**src/design/delayed_match_window_tracker_macros.svh**
```systemverilog
// assertion macros for the window tracker datapath
`ifndef DELAYED_MATCH_WINDOW_TRACKER_MACROS_SVH
`define DELAYED_MATCH_WINDOW_TRACKER_MACROS_SVH

// condition holds at every edge out of reset
`define DMWT_ASSERT_ALWAYS(label, clk, rst_n, cond, msg) \
    label: assert property (@(posedge clk) disable iff (!rst_n) (cond)) else $error(msg);

// consequent holds in the same cycle as the antecedent
`define DMWT_ASSERT_IMPLY(label, clk, rst_n, ante, cons, msg) \
    label: assert property (@(posedge clk) disable iff (!rst_n) (ante) |-> (cons)) \
        else $error(msg);

// consequent holds in the cycle after the antecedent
`define DMWT_ASSERT_NEXT(label, clk, rst_n, ante, cons, msg) \
    label: assert property (@(posedge clk) disable iff (!rst_n) (ante) |=> (cons)) \
        else $error(msg);

`endif

```
**src/design/dmwt_pkg.sv**
```systemverilog
// shared types, constants and helpers for the delayed match window tracker
package dmwt_pkg;

    localparam int DEF_TABLE_DEPTH = 32;
    localparam int DEF_TIME_BITS   = 48;

    localparam int OP_W       = 2;
    localparam int CAM_W      = 3;
    localparam int BODY_W     = 3;
    localparam int BC_W       = 4;
    localparam int DELAY_W    = 24;
    localparam int CNT_W      = 32;
    localparam int NARROW_W   = 6;
    localparam int CFG_ADDR_W = 2;

    localparam int IN_USER_W  = OP_W + 1;
    // pending, kept, removed, matched, expired, dropped, padded to bytes
    localparam int OUT_FIELDS_W = NARROW_W + CNT_W + CNT_W + 1 + NARROW_W + 1;
    localparam int OUT_DATA_W   = ((OUT_FIELDS_W + 7) / 8) * 8;

    // operation codes
    localparam logic [OP_W-1:0] OP_FRONT = 2'd0;
    localparam logic [OP_W-1:0] OP_REAR  = 2'd1;
    localparam logic [OP_W-1:0] OP_TICK  = 2'd2;
    localparam logic [OP_W-1:0] OP_CLEAR = 2'd3;

    // register indexes
    localparam logic [CFG_ADDR_W-1:0] REG_MIN_DELAY  = 2'd0;
    localparam logic [CFG_ADDR_W-1:0] REG_MAX_DELAY  = 2'd1;
    localparam logic [CFG_ADDR_W-1:0] REG_BODY_LIMIT = 2'd2;

    localparam logic [DELAY_W-1:0] RST_MIN_DELAY  = 24'd500;
    localparam logic [DELAY_W-1:0] RST_MAX_DELAY  = 24'd3000;
    localparam logic [BC_W-1:0]    RST_BODY_LIMIT = 4'd6;

    localparam logic [CAM_W-1:0]  FRONT_CAM_LIMIT = 3'd5;
    localparam logic [CAM_W-1:0]  REAR_LEFT_CAM   = 3'd5;
    localparam logic [CAM_W-1:0]  REAR_RIGHT_CAM  = 3'd6;
    localparam logic [BODY_W-1:0] ZONE_SPLIT      = 3'd3;

    typedef struct packed {
        logic load;
        logic apply;
        logic scan_init;
        logic scan_step;
        logic scan_end;
        logic publish;
    } t_cmd;

    typedef struct packed {
        logic need_scan;
        logic scan_done;
        logic out_free;
    } t_status;

    function automatic logic [CNT_W-1:0] sat_inc(input logic [CNT_W-1:0] v);
        return (v == {CNT_W{1'b1}}) ? v : v + CNT_W'(1);
    endfunction

endpackage

```
**src/design/dmwt_ram.sv**
```systemverilog
// generic single-write, single-read ram with registered read data
module dmwt_ram #(
    parameter int WIDTH = 8,
    parameter int DEPTH = 32
) (
    input  logic                     i_clk,
    input  logic                     i_we,
    input  logic [$clog2(DEPTH)-1:0] i_waddr,
    input  logic [WIDTH-1:0]         i_wdata,
    input  logic [$clog2(DEPTH)-1:0] i_raddr,
    output logic [WIDTH-1:0]         o_rdata
);

    logic [WIDTH-1:0] r_mem [DEPTH];
    logic [WIDTH-1:0] r_rdata;

    always_ff @(posedge i_clk) begin
        if (i_we) begin
            r_mem[i_waddr] <= i_wdata;
        end
        r_rdata <= r_mem[i_raddr];
    end

    assign o_rdata = r_rdata;

endmodule

```
**src/design/dmwt_ctrl.sv**
```systemverilog
// sequencing state machine for the window tracker
module dmwt_ctrl import dmwt_pkg::*; (
    input  logic    i_clk,
    input  logic    i_rst_n,
    input  logic    i_in_valid,
    output logic    o_in_ready,
    input  t_status i_status,
    output t_cmd    o_cmd
);

    typedef enum logic [1:0] {
        S_IDLE,
        S_EXEC,
        S_SCAN,
        S_DONE
    } t_state;

    t_state r_state;
    t_state n_state;

    always_comb begin
        n_state    = r_state;
        o_cmd      = '0;
        o_in_ready = 1'b0;
        case (r_state)
            S_IDLE: begin
                o_in_ready = 1'b1;
                if (i_in_valid) begin
                    o_cmd.load = 1'b1;
                    n_state    = S_EXEC;
                end
            end
            S_EXEC: begin
                if (i_status.need_scan) begin
                    o_cmd.scan_init = 1'b1;
                    n_state         = S_SCAN;
                end else begin
                    o_cmd.apply = 1'b1;
                    n_state     = S_DONE;
                end
            end
            S_SCAN: begin
                if (i_status.scan_done) begin
                    o_cmd.scan_end = 1'b1;
                    n_state        = S_DONE;
                end else begin
                    o_cmd.scan_step = 1'b1;
                end
            end
            S_DONE: begin
                if (i_status.out_free) begin
                    o_cmd.publish = 1'b1;
                    n_state       = S_IDLE;
                end
            end
            default: begin
                n_state = S_IDLE;
            end
        endcase
    end

    always_ff @(posedge i_clk) begin
        if (!i_rst_n) begin
            r_state <= S_IDLE;
        end else begin
            r_state <= n_state;
        end
    end

endmodule

```
**src/design/dmwt_datapath.sv**
```systemverilog
// table, counters, config registers and result register of the window tracker
`include "delayed_match_window_tracker_macros.svh"

module dmwt_datapath import dmwt_pkg::*; #(
    parameter int TABLE_DEPTH = DEF_TABLE_DEPTH,
    parameter int TIME_BITS   = DEF_TIME_BITS
) (
    input  logic                  i_clk,
    input  logic                  i_rst_n,
    input  t_cmd                  i_cmd,
    output t_status               o_status,
    input  logic                  i_cfg_we,
    input  logic [CFG_ADDR_W-1:0] i_cfg_addr,
    input  logic [DELAY_W-1:0]    i_cfg_wdata,
    input  logic [OP_W-1:0]       i_operation,
    input  logic                  i_frame_valid,
    input  logic [CAM_W-1:0]      i_camera,
    input  logic [BODY_W-1:0]     i_body,
    input  logic [TIME_BITS-1:0]  i_time_ms,
    input  logic                  i_out_ready,
    output logic                  o_out_valid,
    output logic [NARROW_W-1:0]   o_pending_count,
    output logic [CNT_W-1:0]      o_kept_total,
    output logic [CNT_W-1:0]      o_removed_total,
    output logic                  o_matched,
    output logic [NARROW_W-1:0]   o_expired_now,
    output logic                  o_dropped
);

    localparam int IDX_W  = $clog2(TABLE_DEPTH);
    localparam int FILL_W = $clog2(TABLE_DEPTH + 1);
    localparam int WORD_W = BODY_W + TIME_BITS;

    // config
    logic [DELAY_W-1:0] r_min_delay;
    logic [DELAY_W-1:0] r_max_delay;
    logic [BC_W-1:0]    r_body_limit;

    // latched item
    logic [OP_W-1:0]      r_op;
    logic                 r_frame_valid;
    logic [CAM_W-1:0]     r_cam;
    logic [BODY_W-1:0]    r_body;
    logic [TIME_BITS-1:0] r_time;

    // table control and counters
    logic [FILL_W-1:0] r_fill;
    logic [FILL_W-1:0] r_rd_idx;
    logic [FILL_W-1:0] r_wr_idx;
    logic [FILL_W-1:0] r_exp_cnt;
    logic              r_ev_valid;
    logic              r_found;
    logic              r_matched;
    logic              r_dropped;
    logic [CNT_W-1:0]  r_kept;
    logic [CNT_W-1:0]  r_removed;

    // result register
    logic                r_out_valid;
    logic [NARROW_W-1:0] r_out_pending;
    logic [CNT_W-1:0]    r_out_kept;
    logic [CNT_W-1:0]    r_out_removed;
    logic                r_out_matched;
    logic [NARROW_W-1:0] r_out_expired;
    logic                r_out_dropped;

    logic                 body_ok;
    logic                 front_ok;
    logic                 zone_ok;
    logic                 rear_ok;
    logic                 table_full;
    logic                 rd_more;
    logic [WORD_W-1:0]    rd_data;
    logic [TIME_BITS-1:0] ent_time;
    logic [BODY_W-1:0]    ent_body;
    logic [TIME_BITS-1:0] age;
    logic [TIME_BITS-1:0] min_ext;
    logic [TIME_BITS-1:0] max_ext;
    logic                 not_future;
    logic                 is_expired;
    logic                 is_match;
    logic                 drop;
    logic                 do_append;
    logic                 scan_keep;
    logic                 ram_we;
    logic [IDX_W-1:0]     ram_waddr;
    logic [WORD_W-1:0]    ram_wdata;

    dmwt_ram #(
        .WIDTH(WORD_W),
        .DEPTH(TABLE_DEPTH)
    ) u_table (
        .i_clk  (i_clk),
        .i_we   (ram_we),
        .i_waddr(ram_waddr),
        .i_wdata(ram_wdata),
        .i_raddr(r_rd_idx[IDX_W-1:0]),
        .o_rdata(rd_data)
    );

    // item decode
    assign body_ok    = {1'b0, r_body} < r_body_limit;
    assign front_ok   = r_frame_valid && (r_cam < FRONT_CAM_LIMIT) && body_ok;
    assign zone_ok    = ((r_cam == REAR_LEFT_CAM) && (r_body < ZONE_SPLIT)) ||
                        ((r_cam == REAR_RIGHT_CAM) && (r_body >= ZONE_SPLIT));
    assign rear_ok    = r_frame_valid && zone_ok && body_ok;
    assign table_full = r_fill >= FILL_W'(TABLE_DEPTH);
    assign rd_more    = r_rd_idx < r_fill;

    // entry evaluation on the registered read word
    assign ent_time   = rd_data[TIME_BITS-1:0];
    assign ent_body   = rd_data[TIME_BITS +: BODY_W];
    assign min_ext    = TIME_BITS'(r_min_delay);
    assign max_ext    = TIME_BITS'(r_max_delay);
    assign not_future = r_time >= ent_time;
    assign age        = r_time - ent_time;
    assign is_expired = not_future && (age > max_ext);
    assign is_match   = (ent_body == r_body) && not_future &&
                        (age >= min_ext) && (age <= max_ext);
    assign drop       = (r_op == OP_TICK) ? is_expired : (!r_found && is_match);

    // appended entries go to the fill index; kept entries are copied down to the write pointer
    assign do_append = i_cmd.apply && (r_op == OP_FRONT) && front_ok && !table_full;
    assign scan_keep = i_cmd.scan_step && r_ev_valid && !drop;
    assign ram_we    = do_append || scan_keep;
    assign ram_waddr = do_append ? r_fill[IDX_W-1:0] : r_wr_idx[IDX_W-1:0];
    assign ram_wdata = do_append ? {r_body, r_time} : rd_data;

    assign o_status.need_scan = ((r_op == OP_REAR) && rear_ok) || (r_op == OP_TICK);
    assign o_status.scan_done = !rd_more && !r_ev_valid;
    assign o_status.out_free  = !r_out_valid || i_out_ready;

    always_ff @(posedge i_clk) begin
        if (!i_rst_n) begin
            r_min_delay  <= RST_MIN_DELAY;
            r_max_delay  <= RST_MAX_DELAY;
            r_body_limit <= RST_BODY_LIMIT;
        end else if (i_cfg_we) begin
            case (i_cfg_addr)
                REG_MIN_DELAY:  r_min_delay  <= i_cfg_wdata;
                REG_MAX_DELAY:  r_max_delay  <= i_cfg_wdata;
                REG_BODY_LIMIT: r_body_limit <= i_cfg_wdata[BC_W-1:0];
                default: ;
            endcase
        end
    end

    always_ff @(posedge i_clk) begin
        if (i_cmd.load) begin
            r_op          <= i_operation;
            r_frame_valid <= i_frame_valid;
            r_cam         <= i_camera;
            r_body        <= i_body;
            r_time        <= i_time_ms;
        end
        if (i_cmd.publish) begin
            r_out_pending <= NARROW_W'(r_fill);
            r_out_kept    <= r_kept;
            r_out_removed <= r_removed;
            r_out_matched <= r_matched;
            r_out_expired <= NARROW_W'(r_exp_cnt);
            r_out_dropped <= r_dropped;
        end
    end

    always_ff @(posedge i_clk) begin
        if (!i_rst_n) begin
            r_fill      <= '0;
            r_rd_idx    <= '0;
            r_wr_idx    <= '0;
            r_exp_cnt   <= '0;
            r_ev_valid  <= 1'b0;
            r_found     <= 1'b0;
            r_matched   <= 1'b0;
            r_dropped   <= 1'b0;
            r_kept      <= '0;
            r_removed   <= '0;
            r_out_valid <= 1'b0;
        end else begin
            if (i_cmd.load) begin
                r_matched <= 1'b0;
                r_dropped <= 1'b0;
                r_exp_cnt <= '0;
            end
            if (i_cmd.apply) begin
                case (r_op)
                    OP_FRONT: begin
                        if (front_ok) begin
                            if (table_full) begin
                                r_dropped <= 1'b1;
                            end else begin
                                r_fill <= r_fill + FILL_W'(1);
                            end
                        end
                    end
                    OP_CLEAR: begin
                        r_fill    <= '0;
                        r_kept    <= '0;
                        r_removed <= '0;
                    end
                    default: ;
                endcase
            end
            if (i_cmd.scan_init) begin
                r_rd_idx   <= '0;
                r_wr_idx   <= '0;
                r_ev_valid <= 1'b0;
                r_found    <= 1'b0;
            end
            if (i_cmd.scan_step) begin
                if (rd_more) begin
                    r_rd_idx <= r_rd_idx + FILL_W'(1);
                end
                r_ev_valid <= rd_more;
                if (r_ev_valid) begin
                    if (drop) begin
                        if (r_op == OP_TICK) begin
                            r_exp_cnt <= r_exp_cnt + FILL_W'(1);
                            r_removed <= sat_inc(r_removed);
                        end else begin
                            r_found   <= 1'b1;
                            r_matched <= 1'b1;
                            r_kept    <= sat_inc(r_kept);
                        end
                    end else begin
                        r_wr_idx <= r_wr_idx + FILL_W'(1);
                    end
                end
            end
            if (i_cmd.scan_end) begin
                r_fill <= r_wr_idx;
            end
            if (i_cmd.publish) begin
                r_out_valid <= 1'b1;
            end else if (i_out_ready) begin
                r_out_valid <= 1'b0;
            end
        end
    end

    assign o_out_valid     = r_out_valid;
    assign o_pending_count = r_out_pending;
    assign o_kept_total    = r_out_kept;
    assign o_removed_total = r_out_removed;
    assign o_matched       = r_out_matched;
    assign o_expired_now   = r_out_expired;
    assign o_dropped       = r_out_dropped;

    `DMWT_ASSERT_ALWAYS(a_fill_bound, i_clk, i_rst_n, r_fill <= FILL_W'(TABLE_DEPTH), "fill above depth")
    `DMWT_ASSERT_IMPLY(a_wr_behind_rd, i_clk, i_rst_n, i_cmd.scan_step && r_ev_valid, r_wr_idx < r_rd_idx, "compaction write overtook read")
    `DMWT_ASSERT_IMPLY(a_match_only_rear, i_clk, i_rst_n, r_matched, (r_op == OP_REAR) && (r_exp_cnt == '0), "match flagged outside rear scan")
    `DMWT_ASSERT_NEXT(a_publish_valid, i_clk, i_rst_n, i_cmd.publish, r_out_valid, "published result not valid")

endmodule

```
**src/design/delayed_match_window_tracker.sv**
```systemverilog
// top level of the delayed match window tracker
// path: front, clear and ignored requests go from idle through the execute and done states
// path: valid rear and all tick requests add a scan over every pending entry before the done state
// throughput: one request at a time; the next is taken in the cycle after the result is loaded
// the compaction scan over the table memory sets the rate of rear and tick requests
// reset: synchronous active-low; empties the table, zeroes counters, restores register defaults
module delayed_match_window_tracker import dmwt_pkg::*; #(
    parameter int TABLE_DEPTH = DEF_TABLE_DEPTH,
    parameter int TIME_BITS   = DEF_TIME_BITS
) (
    input  logic                                    i_clk,
    input  logic                                    i_rst_n,
    // slave side: one request per handshake
    input  logic                                    s_axis_tvalid,
    output logic                                    s_axis_tready,
    // camera [2:0], body [5:3], time_ms [6 +: TIME_BITS], zero pad
    input  logic [((CAM_W+BODY_W+TIME_BITS+7)/8)*8-1:0] s_axis_tdata,
    // operation [1:0], frame_valid [2]
    input  logic [IN_USER_W-1:0]                    s_axis_tuser,
    // master side: one result per request
    output logic                                    m_axis_tvalid,
    input  logic                                    m_axis_tready,
    // pending_count [5:0], kept_total [37:6], removed_total [69:38], matched [70],
    // expired_now [76:71], dropped [77], zero pad
    output logic [OUT_DATA_W-1:0]                   m_axis_tdata,
    // configuration write port
    input  logic                                    i_cfg_we,
    input  logic [CFG_ADDR_W-1:0]                   i_cfg_addr,
    input  logic [DELAY_W-1:0]                      i_cfg_wdata
);

    t_cmd    cmd;
    t_status status;

    // unpacked request fields
    logic [OP_W-1:0]      operation;
    logic                 frame_valid;
    logic [CAM_W-1:0]     camera;
    logic [BODY_W-1:0]    body;
    logic [TIME_BITS-1:0] time_ms;

    // result fields
    logic [NARROW_W-1:0] pending_count;
    logic [CNT_W-1:0]    kept_total;
    logic [CNT_W-1:0]    removed_total;
    logic                matched;
    logic [NARROW_W-1:0] expired_now;
    logic                dropped;

    assign operation   = s_axis_tuser[OP_W-1:0];
    assign frame_valid = s_axis_tuser[OP_W];
    assign camera      = s_axis_tdata[CAM_W-1:0];
    assign body        = s_axis_tdata[CAM_W +: BODY_W];
    assign time_ms     = s_axis_tdata[CAM_W+BODY_W +: TIME_BITS];

    // controller: accept, run the table operation, hand over the result
    dmwt_ctrl u_ctrl (
        .i_clk     (i_clk),
        .i_rst_n   (i_rst_n),
        .i_in_valid(s_axis_tvalid),
        .o_in_ready(s_axis_tready),
        .i_status  (status),
        .o_cmd     (cmd)
    );

    // datapath: table memory, compaction pointers, counters, result register
    dmwt_datapath #(
        .TABLE_DEPTH(TABLE_DEPTH),
        .TIME_BITS  (TIME_BITS)
    ) u_datapath (
        .i_clk          (i_clk),
        .i_rst_n        (i_rst_n),
        .i_cmd          (cmd),
        .o_status       (status),
        .i_cfg_we       (i_cfg_we),
        .i_cfg_addr     (i_cfg_addr),
        .i_cfg_wdata    (i_cfg_wdata),
        .i_operation    (operation),
        .i_frame_valid  (frame_valid),
        .i_camera       (camera),
        .i_body         (body),
        .i_time_ms      (time_ms),
        .i_out_ready    (m_axis_tready),
        .o_out_valid    (m_axis_tvalid),
        .o_pending_count(pending_count),
        .o_kept_total   (kept_total),
        .o_removed_total(removed_total),
        .o_matched      (matched),
        .o_expired_now  (expired_now),
        .o_dropped      (dropped)
    );

    // pack result, lowest field first, zero pad on top
    assign m_axis_tdata = OUT_DATA_W'({dropped, expired_now, matched,
                                       removed_total, kept_total, pending_count});

endmodule
```
**config.mk**
```make
export PLATFORM = sky130hd
export DESIGN_NAME = delayed_match_window_tracker
export DESIGN_NICKNAME = d
export VERILOG_FILES = /design/src/design/dmwt_pkg.sv /design/src/design/dmwt_ram.sv /design/src/design/dmwt_ctrl.sv /design/src/design/dmwt_datapath.sv /design/src/design/delayed_match_window_tracker.sv
export VERILOG_INCLUDE_DIRS = /design/src /design/src/design
export SDC_FILE = /design/constraint.sdc
export NUM_CORES = 2
export LEC_CHECK = 0
export ABC_CLOCK_PERIOD_IN_PS = 11600
export BUFFER_PORTS_ARGS = -buffer_cell sky130_fd_sc_hd__buf_4
export CAP_MARGIN = 10
export CORE_MARGIN = 2
export CORE_UTILIZATION = 55
export DETAILED_ROUTE_END_ITERATION = 16
export HOLD_SLACK_MARGIN = 0.08
export PLACE_DENSITY = 0.71
export SYNTH_ARGS = -nofsm -noshare
export SYNTH_HDL_FRONTEND = slang
export SYNTH_SLANG_ARGS = --single-unit
```
**constraint.sdc**
```tcl
create_clock -name i_clk -period 11.6 [get_ports i_clk]
set_input_delay 1.16 -clock i_clk [delete_from_list [all_inputs] [get_ports i_clk]]
set_output_delay 1.16 -clock i_clk [all_outputs]
set_load 0.01 [all_outputs]
```
# After elaboration in Yosys (flattened, before gate mapping)
# Memory sizes are Yosys's and may differ from the RTL's. A register that Yosys moved wholly into a read port is not among the register bits.
# Cells that the tools add are included.
# word_totals
mem_count	1
word_cells	175
ram_bits	1632
in_bits	90
reg_bits	282
# op_classes
order_cmp	10
n_eq_ne	20
n_addsub	7
n_mux	71
reduce_logical	40
# mem_list
name	words	width	rd	rd_ports_with_merged_regs	write_ports	line	rtl
u_datapath.u_table.r_mem	32	51	1	1	1	dmwt_ram.sv:14	logic [WIDTH-1:0] r_mem [DEPTH];
# ops
cell	count
32-bit 2-to-1 mux	14
6-bit 2-to-1 mux	16
32-bit by 1-bit adder with 32-bit output (second input constant)	2
32-bit equality test (second input constant)	2
51-bit 2-to-1 mux	1
48-bit by 24-bit greater-or-equal comparator with 1-bit output	1
48-bit greater-or-equal comparator	1
48-bit by 24-bit greater-than comparator with 1-bit output	1
48-bit by 24-bit <= comparator with 1-bit output	1
48-bit subtractor	1
1-bit 2-to-1 mux	32
6-bit by 1-bit adder with 6-bit output (second input constant)	4
1-bit logical AND	18
6-bit one-hot mux with 2 select lines	1
2-bit equality test (second input constant)	5
2-bit 2-to-1 mux	5
5-bit inequality test (second input constant)	2
2-bit one-hot mux with 4 select lines	1
2-bit by 1-bit equality test with 1-bit output (second input constant)	3
3-bit equality test (second input constant)	2
6-bit greater-or-equal comparator (second input constant)	1
1-bit logical NOT	6
2-bit logical NOT	3
6-bit < comparator	1
other kinds (15)	24

# Depth between registers and ports, before layout
# logic_depth
depth_word	15
mapped_depth	25
depth_no_buf	23

# By module
# From an unflattened synthesis, not the netlist that was laid out.
# unflattened
hier_cells	5524
area_unflattened_um2	81600.8
# by_module_without_submodules
mod	n_inst	area_per_inst_um2	cells_each
dmwt_ram	1	64543.2	3574
dmwt_datapath	1	16794.9	1921
dmwt_ctrl	1	229.0	24
delayed_match_window_tracker	1	33.8	5

# Least setup slack after synthesis
# Ideal clock, no wire load.
# synth_timing
path_type	reg2reg
startpoint	register u_datapath.r_time[0]
endpoint	memory u_datapath.u_table.r_mem[10][0] in the netlist's numbering, enable pin
synth_period_minus_slack_ns	8.907
setup_ns	0.523
arrival_time_ns	8.384
t_required_ns	11.077
stages_incl_launch_ff	25
slack_ns	2.693
cell_sequence	edfxtp_1 inv_1 ha_1 inv_1 fa_1 a21o_1 a221oi_4 o22ai_1 or2_2 a21oi_1 xnor2_1 ha_1 a211oi_1 a211oi_1 o2bb2ai_1 o2111ai_1 nor4_1 o311a_1 nand4_1 nor4_4 nand2_2 a211oi_2 a22oi_2 buf_2 nor3_1
# synth_via
elab_chain_len	11
# synth_rtl
item	line	rtl
from (decl)	dmwt_datapath.sv:44	logic [TIME_BITS-1:0] r_time;
from (signal assigned)	dmwt_datapath.sv:154	r_time <= i_time_ms;
48-bit subtractor / 48-bit greater-or-equal comparator (equally long branches)	dmwt_datapath.sv:116, dmwt_datapath.sv:115	
48-bit by 24-bit greater-or-equal comparator with 1-bit output / 1-bit logical AND (equally long branches)	dmwt_datapath.sv:119, dmwt_datapath.sv:118	
1-bit logical AND	dmwt_datapath.sv:118	assign is_match = (ent_body == r_body) && not_future &&
1-bit logical AND	dmwt_datapath.sv:119	(age >= min_ext) && (age <= max_ext);
1-bit logical AND	dmwt_datapath.sv:120	assign drop = (r_op == OP_TICK) ? is_expired : (!r_found && is_match);
1-bit 2-to-1 mux (*)	dmwt_datapath.sv:120	
1-bit logical NOT (*)	dmwt_datapath.sv:124	assign scan_keep = i_cmd.scan_step && r_ev_valid && !drop;
1-bit logical AND (*)	dmwt_datapath.sv:124	
1-bit logical OR (*)	dmwt_datapath.sv:125	assign ram_we = do_append || scan_keep;
1-bit 2-to-1 mux (*)	dmwt_ram.sv:18	if (i_we) begin
1-bit 2-to-1 mux (implied by the code) (*)	dmwt_ram.sv:19	r_mem[i_waddr] <= i_wdata;
to (decl)	dmwt_ram.sv:14	
# Mark *: on every way between the ends. The rest lies on a longest branch, timed or not.

# Worst setup path in the final report
# layout_timing
startpoint	register u_datapath.r_time[0]
endpoint	memory u_datapath.u_table.r_mem[17][27] in the netlist's numbering, enable pin
# The elaborated chain is that of the path after synthesis.

==> out/results.md <==
Clock tree
• **clock transition at the register clock pins on the worst setup and hold paths after CTS** 0.06 ns
• **CTS resizes** 0
• **post-cts hold buffer count** 0
• **CTS max path bufs** 3
• **root buffer cell** sky130_fd_sc_hd__clkbuf_16
• **later-pin clock latency in the skew report** 0.86 ns
• **TritonCTS clock tree** done
• **H-tree Lvls** 4
• **CTS buffer count** 193
• **CTS sink cnt** 1965
• **post-CTS setup-driven buffer insertion count** 0

Route
• **Vias** 43600
• **DRT Pass-1 Iters** 5
• **sum of routed wire length over all layers** 199000 um
• **via density per instance** 6.45
• **routed wire length per instance** 29.4 um
• **number of DRC violations after detailed-routing iteration 0** 5519
• **Routed Antenna Nets** 0
• **DRC errors left** 0

Logic synthesis
• **post-synth design cell area** 79800 um2
• **most used flip-flop cell after synthesis** sky130_fd_sc_hd__edfxtp_1
• **synth warn** 0
• **number of synthesized flops with an enable pin** 1767
• **Post-Syn Area per Cell** 18.2 um2
• **portion of the post-synthesis area used by sequential elements** 71.5%
• **count of unique library cells instantiated by Yosys** 92
• **ys async rst share** 0%
• **count of state elements after synthesis** 1965
• **Syn Inst Count** 4393

Cells and area
• **layout cell share with drive strength beyond 1** 26.2%
• **synthesis-to-finish area growth** 13.5%
• **layout filler cell count** 9780
• **Total Nets Final** 4885
• **most common cell after layout, fill and taps aside** sky130_fd_sc_hd__edfxtp_1
• **register area** 57000 um2
• **top library cells by usage in the layout, fill and taps aside** sky130_fd_sc_hd__edfxtp_1 (1767), sky130_fd_sc_hd__mux4_2 (510), sky130_fd_sc_hd__buf_4 (301)
• **cell area after layout** 90600 um2
• **total area of multi-input combinational cells** 21500 um2

Timing
• **Max Clock Skew** 0.0488 ns
• **highest attainable clock frequency** 125 MHz
• **Relative slew margins** 13.3%
• **worst hold slack after final layout** 0.435 ns
• **number of hold violations in the final report** 0
• **final total negative setup slack** 0 ns
• **Tcrit/Tclk final** 69.0%
• **Final min period** 8.00 ns
• **Final Max Tran Viols** 0
• **transition time at the pin with the least slew margin** 1.29 ns
• **number of setup violations in the final report** 0
• **setup repair after global routing missed its margin** false

Status
• **run status** complete, no violations

Placement
• **Routability Congestion** 0.946
• **Cell Area, Placed** 83900 um2
• **count of buffers from port buffering** 167
• **HPWL reported at the end of detailed placement** 111000 um

Critical path
• **CP max stage delay** 0.69 ns
• **critical path peak fanout** 30
• **Max stage delay cell, worst path** sky130_fd_sc_hd__buf_4
• **endpoint type of the worst setup path** register
• **type of the setup path with the least slack** register to register
• **Arrival @ worst endpoint** 8.46 ns
• **worst setup slack for register-to-register paths** 3.60 ns
• **depth of the most critical reg-to-reg path** 26
• **capture instance of the worst register-to-register path** u_datapath.u_table.r_mem[17][27]$_DFFE_PP_
• **most frequent cell on the critical path** sky130_fd_sc_hd__buf_4
• **worst reg2reg path startpoint** u_datapath.r_time[0]$_DFFE_PP_
• **CP required** 12.06 ns
• **crit path from** u_datapath.r_time[0]$_DFFE_PP_
• **CP Capture Point** u_datapath.u_table.r_mem[17][27]$_DFFE_PP_
• **startpoint type of the worst setup path** register

Floorplanning
• **placement row count** 139
• **width of the die** 385 um
• **starting density of the core** 55.5%
• **floorplan core area** 144000 um2
• **Total Die Area** 148000 um2
• **die height** 385 um
• **I/O pins** 172

Global route
• **global route total overflow** 0
• **largest net degree at the start of global routing** 152
• **via count of the first global-routing pass** 42300
• **antenna violations before repair** 12
• **global-route usage over all layers** 27.1%
• **global-route wire length before repair** 288000 um

Power and ir drop
• **P_int** 0.0129 W
• **switching component of the power** 0.00435 W
• **worst-case vdd ir drop** 139 uV
• **leakage power figure** 28.8 nW
• **switching fraction of total power** 25.2%
• **Flop pwr share** 47.6%
• **part of the power in combinational logic** 14.9%
• **clock network fraction of design power** 37.4%
• **cell area power density** 191 nW/um2
• **overall power of the completed layout** 0.0173 W

Run
• **Max-cap violations** 0

Min path
• **Hold WC Path Type** register to register

## cell usage after synthesis, types with 41 or more instances
library cell / count / area (um2)
sky130_fd_sc_hd__o21ai_0: 137 / 686
sky130_fd_sc_hd__o211ai_1: 41 / 308
sky130_fd_sc_hd__nand3_1: 62 / 310
sky130_fd_sc_hd__dfxtp_1: 198 / 3960
sky130_fd_sc_hd__edfxtp_1: 1767 / 53100
sky130_fd_sc_hd__inv_1: 154 / 578
sky130_fd_sc_hd__a21oi_1: 155 / 776
sky130_fd_sc_hd__nand4_1: 53 / 332
sky130_fd_sc_hd__mux2_2: 58 / 653
sky130_fd_sc_hd__buf_1: 49 / 184
sky130_fd_sc_hd__clkbuf_1: 134 / 503
sky130_fd_sc_hd__mux4_2: 510 / 11500
sky130_fd_sc_hd__nor2_1: 135 / 507
sky130_fd_sc_hd__nor3_1: 73 / 365
sky130_fd_sc_hd__nand2_1: 278 / 1040
sky130_fd_sc_hd__ha_1: 114 / 1430
sky130_fd_sc_hd__a31oi_1: 50 / 313
## area by class of cell
class                           instances  area share (%)
Antenna cell                            7          0.0193
Inverter                              154           0.640
Multi-Input combinational cell       2059            23.8
Sequential cell                      1965            63.0
Tap cell                             1903            2.63
Clock inverter                        119            1.63
Timing Repair Buffer                  307            2.62
Clock buffer                          246            5.72
## registers in the layout, summed over array words and instances (netlist names), 3 cells and up
signal / flops
u_datapath.u_table.r_mem: 1632
u_datapath.u_table.o_rdata: 51
u_datapath.r_time: 48
u_datapath.o_kept_total: 32
u_datapath.o_removed_total: 32
u_datapath.r_kept: 32
u_datapath.r_removed: 32
u_datapath.r_max_delay: 24
u_datapath.r_min_delay: 24
u_datapath.o_expired_now: 6
u_datapath.o_pending_count: 6
u_datapath.r_exp_cnt: 6
u_datapath.r_fill: 6
u_datapath.r_rd_idx: 6
u_datapath.r_wr_idx: 6
u_datapath.r_body_limit: 4
u_datapath.r_body: 3
u_datapath.r_cam: 3
## metal layers
metal	global-route usage, %	share of wire, %
met3	4.57	9.5
met1	39.9	41
met4	8.78	3.1
met5	0	0.022
met2	41.8	47
## per-stage QoR
stage	utilization (%)	setup WS, ns	instances
global route	63.0	3.17	6753
finish	63.0	3.60	6760
floorplan	-	2.69	4394
detailed placement	58.3	3.70	6384
CTS	62.9	3.66	6749
global placement	58.3	3.82	6383
## critical path: cells and delay by family, from the launching register on
kind,cells,cell delay [ns]
adder cells (fa/ha/maj),3,0.94
XOR/XNOR,1,0.27
AND/OR/NAND/NOR,6,1.87
flip-flops,1,0.37
buffers and inverters,5,1.58
AO/OA/AOI/OAI,11,2.50
## power by group through the flow
stage | Combinational [W] | Sequential (W) | Clock [W]
2_1_floorplan | 0.00180 | 0.00836 | 0
3_3_place_gp | 0.00252 | 0.00838 | 0
3_5_place_dp | 0.00255 | 0.00838 | 0
4_1_cts | 0.00256 | 0.00823 | 0.00655
5_1_grt | 0.00281 | 0.00824 | 0.00682
6_report | 0.00257 | 0.00823 | 0.00647
## cells by family (layout without fill, tap and decap cells)
family                     count (synthesis)  after routing  share of synthesized area (%)
other                                      1              9                        0.00470
AOI/OAI and AO/OA                        572            572                           4.60
xor gates and xnor gates                  36             36                          0.395
DFF                                     1965           1965                           71.5
buffers and inverters                    370            826                           1.81
and+or+nand+nor                          756            756                           4.55
muxes                                    578            578                           15.3
adders and majority gates                115            115                           1.81
## how the worst min path moves through the flow
stage                                    start                              to  slack, ns  depth (start not counted)
2_1_floorplan  u_datapath.r_matched$_SDFF_PN0_  u_datapath.o_matched$_DFFE_PP_       0.41                          0
3_3_place_gp   u_datapath.r_dropped$_SDFF_PN0_  u_datapath.o_dropped$_DFFE_PP_       0.42                          0
3_5_place_dp   u_datapath.r_dropped$_SDFF_PN0_  u_datapath.o_dropped$_DFFE_PP_       0.43                          0
4_1_cts                        s_axis_tuser[0]    u_datapath.r_op[0]$_DFFE_PP_       0.43                          1
5_1_grt        u_datapath.r_matched$_SDFF_PN0_  u_datapath.o_matched$_DFFE_PP_       0.45                          0
6_report       u_datapath.r_matched$_SDFF_PN0_  u_datapath.o_matched$_DFFE_PP_       0.44                          0
No activity file was read; power rests on OpenSTA's default activity.
